==> src/sv/vce_pkg.sv <==
// Shared constants and helpers for the vehicle curvature estimator.
`timescale 1ns / 1ps
package vce_pkg;

  localparam int unsigned CURVATURE_FRAC_BITS = 24;

  localparam logic [63:0] CF_C0 = 64'd1778682516;
  localparam logic [63:0] CF_C1 = 64'd736608984;
  localparam logic [63:0] CF_CX = 64'd31668292;
  localparam logic [63:0] QF_A0 = 64'd3412395;
  localparam logic [63:0] QF_A1 = 64'd2711;
  localparam logic [63:0] QF_AY = 64'd70145287;
  localparam logic [25:0] TWO_PI_E7 = 26'd62831853;

  localparam logic [14:0] MIN_SPEED_RST = 15'd100;
  localparam logic [24:0] STRAIGHT_RST = 25'd6711;
  localparam logic [24:0] MAX_CURV_RST = 25'd16777216;

  localparam logic [3:0] REG_MIN_SPEED = 4'd0;
  localparam logic [3:0] REG_STRAIGHT = 4'd4;
  localparam logic [3:0] REG_MAX_CURV = 4'd8;

  // sign and magnitude to two's complement, saturated to w bits
  function automatic logic [63:0] sat_mag(input logic neg, input logic [63:0] mag,
                                          input int unsigned w);
    logic [63:0] lim;
    lim = (64'd1 << (w - 1)) - 64'd1;
    if (neg) begin
      if (mag > lim + 64'd1) return ~lim;
      return (~mag) + 64'd1;
    end
    if (mag > lim) return lim;
    return mag;
  endfunction

  function automatic logic [3:0] conf_of(input logic [31:0] ag);
    if (ag == 32'd0) return 4'd10;
    if (ag <= 32'd571) return 4'd9;
    if (ag <= 32'd1143) return 4'd8;
    if (ag <= 32'd1715) return 4'd7;
    if (ag <= 32'd2287) return 4'd6;
    if (ag <= 32'd2859) return 4'd5;
    if (ag <= 32'd5719) return 4'd4;
    if (ag <= 32'd11438) return 4'd3;
    if (ag <= 32'd17157) return 4'd2;
    if (ag <= 32'd22876) return 4'd1;
    return 4'd0;
  endfunction

endpackage

==> src/sv/vehicle_curvature_estimator.sv <==
// Vehicle curvature estimator: bit-serial divider and multiply-accumulate sequencer.
// A division takes a rounding step, then one quotient bit per cycle; a filter tap takes a
//   setup step, then steps through the multiplier bits.
// One transaction at a time; the next is taken the cycle after the result is
//   registered, later while the result waits for m_axis_tready.
// Zero delta after the first sample: accepted without result. Sync reset restores defaults.
`timescale 1ns / 1ps
module vehicle_curvature_estimator #(
  parameter int unsigned CURVATURE_FRAC_BITS = vce_pkg::CURVATURE_FRAC_BITS
) (
  input  logic        clk,
  input  logic        rst,
  input  logic        s_axis_tvalid,
  output logic        s_axis_tready,
  // speed[15:0], heading[31:16], yaw_in[52:32], acceleration[68:53], delta_ms[84:69]
  input  logic [87:0] s_axis_tdata,
  // yaw_valid[0], acceleration_valid[1]
  input  logic [1:0]  s_axis_tuser,
  output logic        m_axis_tvalid,
  input  logic        m_axis_tready,
  // curvature[25:0], confidence[29:26], yaw_used[50:30], acceleration_used[66:51]
  output logic [71:0] m_axis_tdata,
  input  logic        psel,
  input  logic        penable,
  input  logic        pwrite,
  input  logic [3:0]  paddr,
  input  logic [31:0] pwdata,
  output logic [31:0] prdata,
  output logic        pready
);

  localparam logic [4:0] ST_IDLE   = 5'd0;
  localparam logic [4:0] ST_ACC    = 5'd1;
  localparam logic [4:0] ST_ACC_W  = 5'd2;
  localparam logic [4:0] ST_YAW    = 5'd3;
  localparam logic [4:0] ST_YAW_W  = 5'd4;
  localparam logic [4:0] ST_CURV   = 5'd5;
  localparam logic [4:0] ST_CURV_W = 5'd6;
  localparam logic [4:0] ST_CF1    = 5'd7;
  localparam logic [4:0] ST_CF2    = 5'd8;
  localparam logic [4:0] ST_CRND   = 5'd9;
  localparam logic [4:0] ST_Q0     = 5'd10;
  localparam logic [4:0] ST_Q1     = 5'd11;
  localparam logic [4:0] ST_Q2     = 5'd12;
  localparam logic [4:0] ST_QRND   = 5'd13;
  localparam logic [4:0] ST_DIVR   = 5'd14;
  localparam logic [4:0] ST_DIV    = 5'd15;
  localparam logic [4:0] ST_MAC    = 5'd16;
  localparam logic [4:0] ST_OUT    = 5'd17;

  localparam logic [42:0] TWO_PI_E7_EXT = 43'(vce_pkg::TWO_PI_E7);

  logic [4:0] state, ret;

  logic [14:0] min_speed;
  logic [24:0] straight_threshold, max_curvature;

  logic               started;
  logic [15:0]        last_heading;
  logic signed [15:0] last_speed;
  logic signed [31:0] h0, h1, g0, g1;
  logic [1:0]         fill;
  logic signed [20:0] last_yaw;

  logic signed [15:0] speed, acc_in;
  logic [15:0]        heading, delta;
  logic signed [20:0] yaw_in;
  logic               yaw_ok, acc_ok;

  logic signed [20:0] yaw_used;
  logic signed [15:0] acc_used;
  logic signed [31:0] raw;
  logic signed [25:0] curv;
  logic [3:0]         conf;

  // divider
  logic [63:0] dvd;
  logic [31:0] rem;
  logic [31:0] den;
  logic        dneg;
  logic [6:0]  dcnt;
  // multiply-accumulate
  logic [63:0]        mc;
  logic [31:0]        mp;
  logic               mneg;
  logic [5:0]         mcnt;
  logic signed [65:0] acc;

  logic [71:0] out_data;
  logic        out_valid;

  // combinational helpers
  logic [16:0]        speed_mag;
  logic               speed_ok;
  logic signed [16:0] sdiff;
  logic [16:0]        sdiff_mag;
  logic [15:0]        hdiff;
  logic               hneg;
  logic [16:0]        hmag;
  logic [32:0]        rem_sh;
  logic [65:0]        acc_mag;
  logic [35:0]        rnd;
  logic signed [31:0] rnd_s;
  logic [31:0]        rnd_abs;
  logic signed [21:0] dyaw;
  logic [63:0]        qsel;

  assign speed_mag = speed[15] ? 17'(-$signed({speed[15], speed})) : {1'b0, speed};
  assign speed_ok  = (speed_mag >= {2'b0, min_speed}) && (speed != 16'sd0);
  assign sdiff     = 17'(speed) - 17'(last_speed);
  assign sdiff_mag = sdiff[16] ? 17'(-sdiff) : 17'(sdiff);
  assign hdiff     = last_heading - heading;
  assign hneg      = hdiff > 16'd32768;
  assign hmag      = hneg ? 17'(17'd65536 - {1'b0, hdiff}) : {1'b0, hdiff};
  assign rem_sh    = {rem, dvd[63]};
  assign acc_mag   = acc[65] ? 66'(-acc) : 66'(acc);
  assign rnd       = 36'((acc_mag + 66'd536870912) >> 30);
  assign rnd_s     = 32'(vce_pkg::sat_mag(acc[65], {28'd0, rnd}, 32));
  assign rnd_abs   = rnd_s[31] ? 32'(-rnd_s) : 32'(rnd_s);
  assign dyaw      = 22'(yaw_used) - 22'(last_yaw);
  assign qsel      = dvd;

  assign s_axis_tready = (state == ST_IDLE);
  assign m_axis_tvalid = out_valid;
  assign m_axis_tdata  = out_data;
  assign pready        = 1'b1;

  always_comb begin
    unique case (paddr)
      vce_pkg::REG_MIN_SPEED: prdata = {17'd0, min_speed};
      vce_pkg::REG_STRAIGHT:  prdata = {7'd0, straight_threshold};
      vce_pkg::REG_MAX_CURV:  prdata = {7'd0, max_curvature};
      default:                prdata = 32'd0;
    endcase
  end

  always_ff @(posedge clk) begin
    if (rst) begin
      min_speed          <= vce_pkg::MIN_SPEED_RST;
      straight_threshold <= vce_pkg::STRAIGHT_RST;
      max_curvature      <= vce_pkg::MAX_CURV_RST;
    end else if (psel && penable && pwrite) begin
      if (paddr == vce_pkg::REG_MIN_SPEED) min_speed <= pwdata[14:0];
      if (paddr == vce_pkg::REG_STRAIGHT) straight_threshold <= pwdata[24:0];
      if (paddr == vce_pkg::REG_MAX_CURV) max_curvature <= pwdata[24:0];
    end
  end

  always_ff @(posedge clk) begin
    if (rst) begin
      state        <= ST_IDLE;
      ret          <= ST_IDLE;
      started      <= 1'b0;
      last_heading <= '0;
      last_speed   <= '0;
      h0           <= '0;
      h1           <= '0;
      g0           <= '0;
      g1           <= '0;
      fill         <= '0;
      last_yaw     <= '0;
      out_valid    <= 1'b0;
      dcnt         <= '0;
      mcnt         <= '0;
    end else begin
      if (out_valid && m_axis_tready && state != ST_OUT) out_valid <= 1'b0;
      unique case (state)
        ST_IDLE: begin
          if (s_axis_tvalid) begin
            speed   <= s_axis_tdata[15:0];
            heading <= s_axis_tdata[31:16];
            yaw_in  <= s_axis_tdata[52:32];
            acc_in  <= s_axis_tdata[68:53];
            delta   <= s_axis_tdata[84:69];
            yaw_ok  <= s_axis_tuser[0];
            acc_ok  <= s_axis_tuser[1];
            curv    <= '0;
            if (!(started && s_axis_tdata[84:69] == 16'd0)) state <= ST_ACC;
          end
        end
        ST_ACC: begin
          if (started && !acc_ok) begin
            dvd   <= {37'd0, {10'd0, sdiff_mag} * 27'd1000};
            dneg  <= sdiff[16];
            den   <= {16'd0, delta};
            ret   <= ST_ACC_W;
            state <= ST_DIVR;
          end else begin
            acc_used <= acc_ok ? acc_in : 16'sd0;
            state    <= ST_YAW;
          end
        end
        ST_ACC_W: begin
          acc_used <= 16'(vce_pkg::sat_mag(dneg, qsel, 16));
          state    <= ST_YAW;
        end
        ST_YAW: begin
          if (started && !yaw_ok) begin
            dvd   <= {21'd0, 43'(hmag * TWO_PI_E7_EXT)};
            dneg  <= hneg;
            den   <= {delta, 16'd0};
            ret   <= ST_YAW_W;
            state <= ST_DIVR;
          end else begin
            yaw_used <= yaw_ok ? yaw_in : 21'sd0;
            state    <= ST_CURV;
          end
        end
        ST_YAW_W: begin
          yaw_used <= 21'(vce_pkg::sat_mag(dneg, qsel, 21));
          state    <= ST_CURV;
        end
        ST_CURV: begin
          started      <= 1'b1;
          last_heading <= heading;
          last_speed   <= speed;
          if (speed_ok) begin
            dvd   <= {43'd0, (yaw_used[20] ? 21'(-yaw_used) : 21'(yaw_used))}
                     << CURVATURE_FRAC_BITS;
            dneg  <= yaw_used[20] ^ speed[15];
            den   <= {15'd0, speed_mag} * 32'd100;
            ret   <= ST_CURV_W;
            state <= ST_DIVR;
          end else begin
            state <= ST_Q0;
          end
        end
        ST_CURV_W: begin
          if (fill < 2'd2) begin
            h1    <= h0;
            h0    <= 32'(vce_pkg::sat_mag(dneg, qsel, 32));
            fill  <= fill + 2'd1;
            state <= ST_Q0;
          end else begin
            raw   <= 32'(vce_pkg::sat_mag(dneg, qsel, 32));
            acc   <= '0;
            mc    <= vce_pkg::CF_C0;
            mp    <= h0[31] ? 32'(-h0) : 32'(h0);
            mneg  <= h0[31];
            mcnt  <= 6'd32;
            ret   <= ST_CF1;
            state <= ST_MAC;
          end
        end
        ST_CF1: begin
          mc    <= vce_pkg::CF_C1;
          mp    <= h1[31] ? 32'(-h1) : 32'(h1);
          mneg  <= ~h1[31];
          mcnt  <= 6'd32;
          ret   <= ST_CF2;
          state <= ST_MAC;
        end
        ST_CF2: begin
          mc    <= vce_pkg::CF_CX;
          mp    <= raw[31] ? 32'(-raw) : 32'(raw);
          mneg  <= raw[31];
          mcnt  <= 6'd32;
          ret   <= ST_CRND;
          state <= ST_MAC;
        end
        ST_CRND: begin
          h1 <= h0;
          h0 <= rnd_s;
          if (rnd_abs < {7'd0, straight_threshold}) curv <= '0;
          else if (rnd_abs > {7'd0, max_curvature})
            curv <= rnd_s[31] ? 26'(-{1'b0, max_curvature}) : {1'b0, max_curvature};
          else curv <= 26'(rnd_s);
          state <= ST_Q0;
        end
        ST_Q0: begin
          acc   <= '0;
          mc    <= vce_pkg::QF_A0;
          mp    <= g0[31] ? 32'(-g0) : 32'(g0);
          mneg  <= g0[31];
          mcnt  <= 6'd32;
          ret   <= ST_Q1;
          state <= ST_MAC;
        end
        ST_Q1: begin
          mc    <= vce_pkg::QF_A1;
          mp    <= g1[31] ? 32'(-g1) : 32'(g1);
          mneg  <= ~g1[31];
          mcnt  <= 6'd32;
          ret   <= ST_Q2;
          state <= ST_MAC;
        end
        ST_Q2: begin
          mc    <= vce_pkg::QF_AY;
          mp    <= dyaw[21] ? 32'(-dyaw) : 32'(dyaw);
          mneg  <= dyaw[21];
          mcnt  <= 6'd32;
          ret   <= ST_QRND;
          state <= ST_MAC;
        end
        ST_QRND: begin
          g1       <= g0;
          g0       <= rnd_s;
          last_yaw <= yaw_used;
          conf     <= vce_pkg::conf_of(rnd_abs);
          state    <= ST_OUT;
        end
        ST_DIVR: begin
          dvd   <= dvd + {33'd0, den[31:1]};
          rem   <= '0;
          dcnt  <= 7'd64;
          state <= ST_DIV;
        end
        ST_DIV: begin
          if (rem_sh >= {1'b0, den}) begin
            rem <= 32'(rem_sh - {1'b0, den});
            dvd <= {dvd[62:0], 1'b1};
          end else begin
            rem <= rem_sh[31:0];
            dvd <= {dvd[62:0], 1'b0};
          end
          dcnt <= dcnt - 7'd1;
          if (dcnt == 7'd1) state <= ret;
        end
        ST_MAC: begin
          if (mp[0]) acc <= mneg ? acc - 66'(mc) : acc + 66'(mc);
          mc   <= mc << 1;
          mp   <= mp >> 1;
          mcnt <= mcnt - 6'd1;
          if (mcnt == 6'd1) state <= ret;
        end
        ST_OUT: begin
          if (!out_valid || m_axis_tready) begin
            out_data[25:0]  <= curv;
            out_data[29:26] <= conf;
            out_data[50:30] <= yaw_used;
            out_data[66:51] <= acc_used;
            out_data[71:67] <= '0;
            out_valid       <= 1'b1;
            state           <= ST_IDLE;
          end
        end
        default: state <= ST_IDLE;
      endcase
    end
  end

  a_fill_bound: assert property (@(posedge clk) disable iff (rst) fill <= 2'd2)
    else $error("curvature history fill count out of range");
  a_out_load: assert property (@(posedge clk) disable iff (rst)
    (state == ST_OUT && (!out_valid || m_axis_tready)) |=> (out_valid && state == ST_IDLE))
    else $error("result not registered on completion");
  a_conf_range: assert property (@(posedge clk) disable iff (rst)
    out_valid |-> (out_data[29:26] <= 4'd10))
    else $error("confidence out of range");
  a_started_sticky: assert property (@(posedge clk) disable iff (rst) !$fell(started))
    else $error("started flag cleared outside reset");

endmodule
==> config.mk <==
export PLATFORM = sky130hd
export DESIGN_NAME = vehicle_curvature_estimator
export DESIGN_NICKNAME = d
export VERILOG_FILES = /design/src/sv/vce_pkg.sv /design/src/sv/vehicle_curvature_estimator.sv
export SDC_FILE = /design/constraint.sdc
export NUM_CORES = 2
export LEC_CHECK = 0
export BUFFER_PORTS_ARGS = -buffer_cell sky130_fd_sc_hd__buf_4
export CORE_UTILIZATION = 60
export DETAILED_ROUTE_END_ITERATION = 7
export GPL_TIMING_DRIVEN = 0
export PLACE_DENSITY = 0.77
export SLEW_MARGIN = 20
export SYNTH_ARGS = -nofsm -noshare
export SYNTH_HDL_FRONTEND = slang
export SYNTH_SLANG_ARGS = --single-unit
==> constraint.sdc <==
create_clock -name clk -period 16.7 [get_ports clk]
set_input_delay 0.835 -clock clk [delete_from_list [all_inputs] [get_ports clk]]
set_output_delay 0.835 -clock clk [all_outputs]
set_load 0.01 [all_outputs]
Word level (Yosys, flattened, before mapping)
Index checks and enable logic that the tools add are counted.
{"block": "totals", "romBits": 0, "out_inout_bits": 107, "in_bits": 133, "ram_bits": 0, "latchBits": 0, "memories": 0, "elab_cells": 452, "ff_bits": 818}
{"block": "classes", "div": 0, "bitwise": 7, "n_mul": 3, "magnitude_cmp": 23, "n_reduce_logical": 51, "shifts": 0, "n_mux": 269, "n_addsub": 26, "eq_ne": 35}
{"op": "$mux W32", "count": 31}
{"op": "$pmux W64 S7", "count": 1}
{"op": "$pmux W64 S5", "count": 1}
{"op": "$mux W66", "count": 4}
{"op": "$mux W64", "count": 4}
{"op": "$pmux W32 S7", "count": 1}
{"op": "$pmux W66 S3", "count": 1}
{"op": "$neg A32 Y32", "count": 6}
{"op": "$pmux W32 S2", "count": 3}
{"op": "$mux W21", "count": 9}
{"op": "$mux W4", "count": 44}
{"op": "$mux W1", "count": 132}
{"op": "$mux W16", "count": 8}
{"op": "$mux W26", "count": 4}
{"op": "$pmux W32 S3", "count": 1}
{"op": "$pmux W25 S3", "count": 1}
{"op": "$pmux W5 S14", "count": 1}
{"op": "$add A66 B30 Y66 const B", "count": 1}
{"op": "$add A66 B64 Y66", "count": 1}
{"op": "$neg A66 Y66", "count": 1}
{"op": "$sub A66 B64 Y66", "count": 1}
{"op": "$add A32 B1 Y32 const B", "count": 2}
{"op": "$add A64 B31 Y64", "count": 1}
{"op": "$gt A64 B15 Y1 const B", "count": 1}
{"op": "other kinds (80)", "count": 154}

Longest topological paths before layout
{"block": "logic_depth", "depth_word": 90, "ltp_mapped": 53, "depth_no_buf": 52}

Worst setup path before layout
Ideal clock, no wire load.
{"block": "synth_path", "kind": "register to register", "startpoint": "register acc[65]", "endpoint": "register curv[10], data pin", "slack_ns": 5.403, "setup_ns": 0.266, "path_stages_with_launch": 48, "period_less_slack_ns": 11.297, "n_path_buf": 11, "arrival_ns": 11.031, "path_cell_list": "edfxtp_1 -> buf_2 -> buf_1 -> clkbuf_1 -> clkbuf_1 -> clkbuf_1 -> clkbuf_1 -> clkbuf_1 -> clkbuf_1 -> clkbuf_1 -> clkbuf_1 -> o21ai_0 -> xnor2_1 -> ha_1 -> nand2b_1 -> mux2_2 -> a211oi_1 -> o21ai_0 -> [12 not listed] -> xnor2_1 -> inv_1 -> ha_1 -> nor2b_1 -> o21ai_0 -> nand2b_1 -> a21oi_1 -> nor2b_1 -> o21ai_0 -> nand2b_1 -> a2111oi_0 -> o21ai_0 -> maj3_1 -> nor3_1 -> nor2_1 -> o31ai_2 -> clkbuf_1 -> nor2_1"}
{"block": "synth_via", "elab_chain_cells": 17}
{"item": "from (decl)", "line_no": "vehicle_curvature_estimator.sv:87", "rtl": "logic signed [65:0] acc;"}
{"item": "from (signal assigned)", "line_no": "vehicle_curvature_estimator.sv:320", "rtl": "if (mp[0]) acc <= mneg ? acc - 66'(mc) : acc + 66'(mc);"}
{"item": "$neg A66 Y66", "line_no": "vehicle_curvature_estimator.sv:116", "rtl": "assign acc_mag = acc[65] ? 66'(-acc) : 66'(acc);"}
{"item": "$mux W66", "line_no": "vehicle_curvature_estimator.sv:116"}
{"item": "$add A66 B30 Y66", "line_no": "vehicle_curvature_estimator.sv:117", "rtl": "assign rnd = 36'((acc_mag + 66'd536870912) >> 30);"}
{"item": "$gt A36 B32 Y1", "line_no": "vce_pkg.sv:29", "rtl": "if (mag > lim + 64'd1) return ~lim;"}
{"item": "$mux W1", "line_no": "vce_pkg.sv:29"}
{"item": "$mux W1", "line_no": "vce_pkg.sv:28", "rtl": "if (neg) begin"}
{"item": "$mux W32", "line_no": "vce_pkg.sv:30", "rtl": "return (~mag) + 64'd1;"}
{"item": "$mux W32", "line_no": "vce_pkg.sv:28"}
{"item": "$mux W32", "line_no": "vce_pkg.sv:32", "rtl": "if (mag > lim) return lim;"}
{"item": "$mux W32", "line_no": "vce_pkg.sv:33", "rtl": "return mag;"}
{"item": "$mux W32 *", "line_no": "vce_pkg.sv:32"}
{"item": "$neg A32 Y32", "line_no": "vehicle_curvature_estimator.sv:119", "rtl": "assign rnd_abs = rnd_s[31] ? 32'(-rnd_s) : 32'(rnd_s);"}
{"item": "$mux W32", "line_no": "vehicle_curvature_estimator.sv:119"}
{"item": "$gt A32 B25 Y1", "line_no": "vehicle_curvature_estimator.sv:265", "rtl": "else if (rnd_abs > {7'd0, max_curvature})"}
{"item": "$mux W26", "line_no": "vehicle_curvature_estimator.sv:265"}
{"item": "$mux W26 *", "line_no": "vehicle_curvature_estimator.sv:264", "rtl": "if (rnd_abs < {7'd0, straight_threshold}) curv <= '0;"}
{"item": "$pmux W26 S2 *", "line_no": "vehicle_curvature_estimator.sv:167", "rtl": "unique case (state)"}
{"item": "to (signal assigned)", "line_no": "vehicle_curvature_estimator.sv:266", "rtl": "curv <= rnd_s[31] ? 26'(-{1'b0, max_curvature}) : {1'b0, max_curvature};"}
{"item": "to (signal assigned)", "line_no": "vehicle_curvature_estimator.sv:267", "rtl": "else curv <= 26'(rnd_s);"}
{"item": "to (decl)", "line_no": "vehicle_curvature_estimator.sv:73", "rtl": "logic signed [25:0] curv;"}
Every way passes the cells marked *; elsewhere a longest branch is shown, timed or not. The select of a mux whose other input is x is not followed.
A chain may end at the register's enable or synchronous reset.

Final worst setup path
{"block": "layout_path", "startpoint": "register acc[65]", "endpoint": "register curv[5], data pin"}
{"block": "layout_via", "elab_chain_cells": 17}
{"item": "$neg A66 Y66", "line_no": "vehicle_curvature_estimator.sv:116"}
{"item": "$mux W66", "line_no": "vehicle_curvature_estimator.sv:116"}
{"item": "$add A66 B30 Y66", "line_no": "vehicle_curvature_estimator.sv:117"}
{"item": "$gt A36 B32 Y1", "line_no": "vce_pkg.sv:29"}
{"item": "$mux W1", "line_no": "vce_pkg.sv:29"}
{"item": "$mux W1", "line_no": "vce_pkg.sv:28"}
{"item": "$mux W32", "line_no": "vce_pkg.sv:30"}
{"item": "$mux W32", "line_no": "vce_pkg.sv:28"}
{"item": "[2 not listed]"}
{"item": "$mux W32 *", "line_no": "vce_pkg.sv:32"}
{"item": "net rnd_s[1]", "line_no": "vehicle_curvature_estimator.sv:103", "rtl": "logic signed [31:0] rnd_s;"}
{"item": "$neg A32 Y32", "line_no": "vehicle_curvature_estimator.sv:119"}
{"item": "$mux W32 *", "line_no": "vehicle_curvature_estimator.sv:119"}
{"item": "$gt A32 B25 Y1", "line_no": "vehicle_curvature_estimator.sv:265"}
{"item": "$mux W26", "line_no": "vehicle_curvature_estimator.sv:265"}
{"item": "$mux W26 *", "line_no": "vehicle_curvature_estimator.sv:264"}
{"item": "$pmux W26 S2 *", "line_no": "vehicle_curvature_estimator.sv:167"}
The timed path passes the listed nets; every way through them passes the cells marked *. The select of a mux whose other input is x is not followed.

==> results.md <==
* Post-synthesis sequential area ratio at 0.317
* Wire per inst at between 20 and 25 um
* Max Cap Viol at 0
* Final setup fails at 0
* Worst slew pin tran at 1260 ps
* Asr flop ratio synth at 0
* Final period util at 0.963
* Commonest non-fill, non-tap cells in the layout: 786 x nand2_1, 760 x inv_1, 638 x a21oi_1, 618 x nor2_1, 545 x edfxtp_1
* Hold crit path type: input port to flip-flop
* Clock-pin slew on the worst setup and hold paths at 70 ps
* Peak Freq at 62.2 MHz
* Global Route Usage Sum at 0.409
* Dpl ws at 223 ps
* Clock Path Buffers at 3
* Antenna violations before repair at 10
* Status: finished clean
* Hold_buf cts at 0
* Setup crit start kind: flip-flop
* Synthesis-to-finish area growth at 10.9%
* Die width at 341 um
* Worst clock skew at 38.2 ps
* Top-area cell type share of the netlist area at 0.238
* Post-synthesis average cell area at 8.80 um2
* Layout cell share with drive strength beyond 1 at 0.0721
* Top_reg_cell synth: edfxtp_1
* Die ar. at roughly 120,000 um2
* Initial core utilization at 0.609
* Clk_lat worst skew at between 700 and 800 ps
* First-pass iteration count of the detailed router at 7
* DR iter-0 viols at 7,899
* Unrepaired setup endpoints after global routing: false
* Port bufs at roughly 220
* Slew Limit Fails at 0
* Synth cell types at 112
* Setup ws final at approximately 620 ps
* Post-CTS Resized at 0
* Crit-path max cell delay at 700 ps
* Fillers at 9,199
* Htree depth at 3
* Final Hold Viols at 0
* Vert. Die Dim at roughly 340 um
* Clock buffer count from CTS at 93
* Clock root buffer: clkbuf_16
* #FFs+latches synth at 817
* Post-synth EDFFs at 545
* Max_slew headroom at 0.154
* Leading cell type in the layout, fill and taps excluded: nand2_1
* Tmin final at 16,080 ps
* Post-Syn Instances at 7,824
* Detailed Route WL at 244 mm
* First-pass GRT wire length at between 300 and 400 mm
* Nets at around 9,100
* Gpl congestion at 1.07
* Vias in the first global route at 61,200
* Largest net degree at the start of global routing at 50
* DRC viols at 0
* CP required at ~17,000 ps
* Detailed placer's ending HPWL at 194 mm
* Crit-path slowest cell: a2111oi_1
* YS warnings at 0
* Area leader, netlist: edfxtp_1
* Post-CTS setup buffer count at 0
* Cell Area, Synth at about 69,000 um2
* Row cnt at 123
* Core area at 113,000 um2
* Top cells by area, synth: edfxtp_1 24%, ha_1 9.5%, fa_1 8.0%
* Crit path kind: flip-flop to flip-flop
* Drt via density at 6.47
* Critical Path Fanout Max at 10
* IO Pins at 240
* CTS tree: built
* Critical Path End Type: flip-flop
* TritonCTS Sinks at 817
* Via count at about 63,000
* Post-DRT Antenna Nets at 0
* Total grt overflow at 0
* Critical Path AT at 16,510 ps
* Worst path most repeated cell: clkbuf_1
## synthesized netlist by cell type, types with 21 or more instances
| cell | n |
|---|---|
| a211o_1 | 25 |
| a211oi_1 | 88 |
| a21boi_0 | 24 |
| a21o_1 | 97 |
| a21oi_1 | 640 |
| a221o_1 | 23 |
| a221oi_1 | 62 |
| a222oi_1 | 38 |
| a31oi_1 | 58 |
| and2_1 | 54 |
| and3_1 | 60 |
| buf_1 | 21 |
| buf_2 | 21 |
| clkbuf_1 | 281 |
| dfxtp_1 | 272 |
| edfxtp_1 | 545 |
| fa_1 | 274 |
| ha_1 | 525 |
| inv_1 | 760 |
| mux2i_1 | 65 |
| nand2_1 | 786 |
| nand2b_1 | 75 |
| nand3_1 | 167 |
| nand4_1 | 54 |
| nor2_1 | 623 |
| nor2b_1 | 75 |
| nor3_1 | 158 |
| nor3b_1 | 26 |
| nor4_1 | 79 |
| o211ai_1 | 26 |
| o21a_1 | 29 |
| o21ai_0 | 399 |
| o21bai_1 | 51 |
| o22ai_1 | 38 |
| o31ai_1 | 87 |
| o41ai_1 | 47 |
| or2_2 | 47 |
| or3_1 | 95 |
| or4_1 | 53 |
| xnor2_1 | 395 |
| xor2_1 | 244 |
## critical path: cells and delay by family, from the launching register on
family	cells	cell delay, ps
buffers and inverters	13	5280
AO/OA/AOI/OAI	14	4880
AND/OR/NAND/NOR	14	2580
adder cells (fa/ha/maj)	4	1400
XOR/XNOR	2	720
flip-flops	1	510
multiplexers	1	350
## sequential cells by signal, summed over array words and instances (netlist names), 21 cells and up
register,count
straight_threshold,25
raw,32
yaw_in,21
den,32
mp,32
g1,32
dvd,64
yaw_used,21
g0,32
last_yaw,21
acc,66
m_axis_tdata,67
h0,32
h1,32
curv,26
rem,32
max_curvature,25
mc,64
## logic make-up after synthesis
group,count (synthesis),synth area share
fa+ha+maj,801,0.175
mux,68,0.00994
xor+xnor,640,0.0815
buf+inv,1105,0.0619
other cells,2,0.000109
simple gates,2444,0.172
compound gates,1947,0.183
flops,817,0.317
## routing by layer
layer / vias to the layer above / share of wire / GRT usage
met3: 931 / 0.10 / 0.0823
met5: - / 0.00020 / 0
met4: 8 / 0.084 / 0.291
li1: 28600 / - / -
met2: 3590 / 0.45 / 0.653
met1: 30200 / 0.37 / 0.495
## metrics by stage
stage                      util  setup TNS, ps  hold WS, ps  std cells  area (um2)
after floorplan               -              0          400       7845       68900
after global placement    0.640         -38130          402       9561       72400
after detailed placement  0.647              0          406       9603       73200
after CTS                 0.675              0          281       9778       76300
after global routing      0.675              0          291       9779       76400
final                     0.675              0          300       9785       76400
## path summary, 6_finish.rpt
path / start / to / slack, ps / cells after the start
worst min-delay path: s_axis_tdata[31] / heading[15]$_DFFE_PP_ / 300 / 1
worst min register to register: curv[25]$_SDFFCE_PN0P_ / m_axis_tdata[25]$_DFFE_PP_ / 390 / 0
worst max-delay path: acc[65]$_SDFFCE_PP0P_ / curv[5]$_SDFFCE_PN0P_ / 620 / 48
worst max register to register: acc[65]$_SDFFCE_PP0P_ / curv[5]$_SDFFCE_PN0P_ / 620 / 48
## layout make-up
class | count | area, um2 | share of cell area
multi-input cells | 5923 | 43100 | 0.564
flip-flops and latches | 817 | 21800 | 0.286
inverters | 762 | 2860 | 0.0375
clock buffers | 113 | 2490 | 0.0326
repair buffers | 258 | 2210 | 0.0290
well taps | 1500 | 1880 | 0.0246
plain buffers | 343 | 1410 | 0.0184
clock inverters | 62 | 614 | 0.00804
diodes | 7 | 17.5 | 0.000229
Power is not shown: default switching activity piles up to over one toggle a cycle in this logic, so the estimate is an artifact.
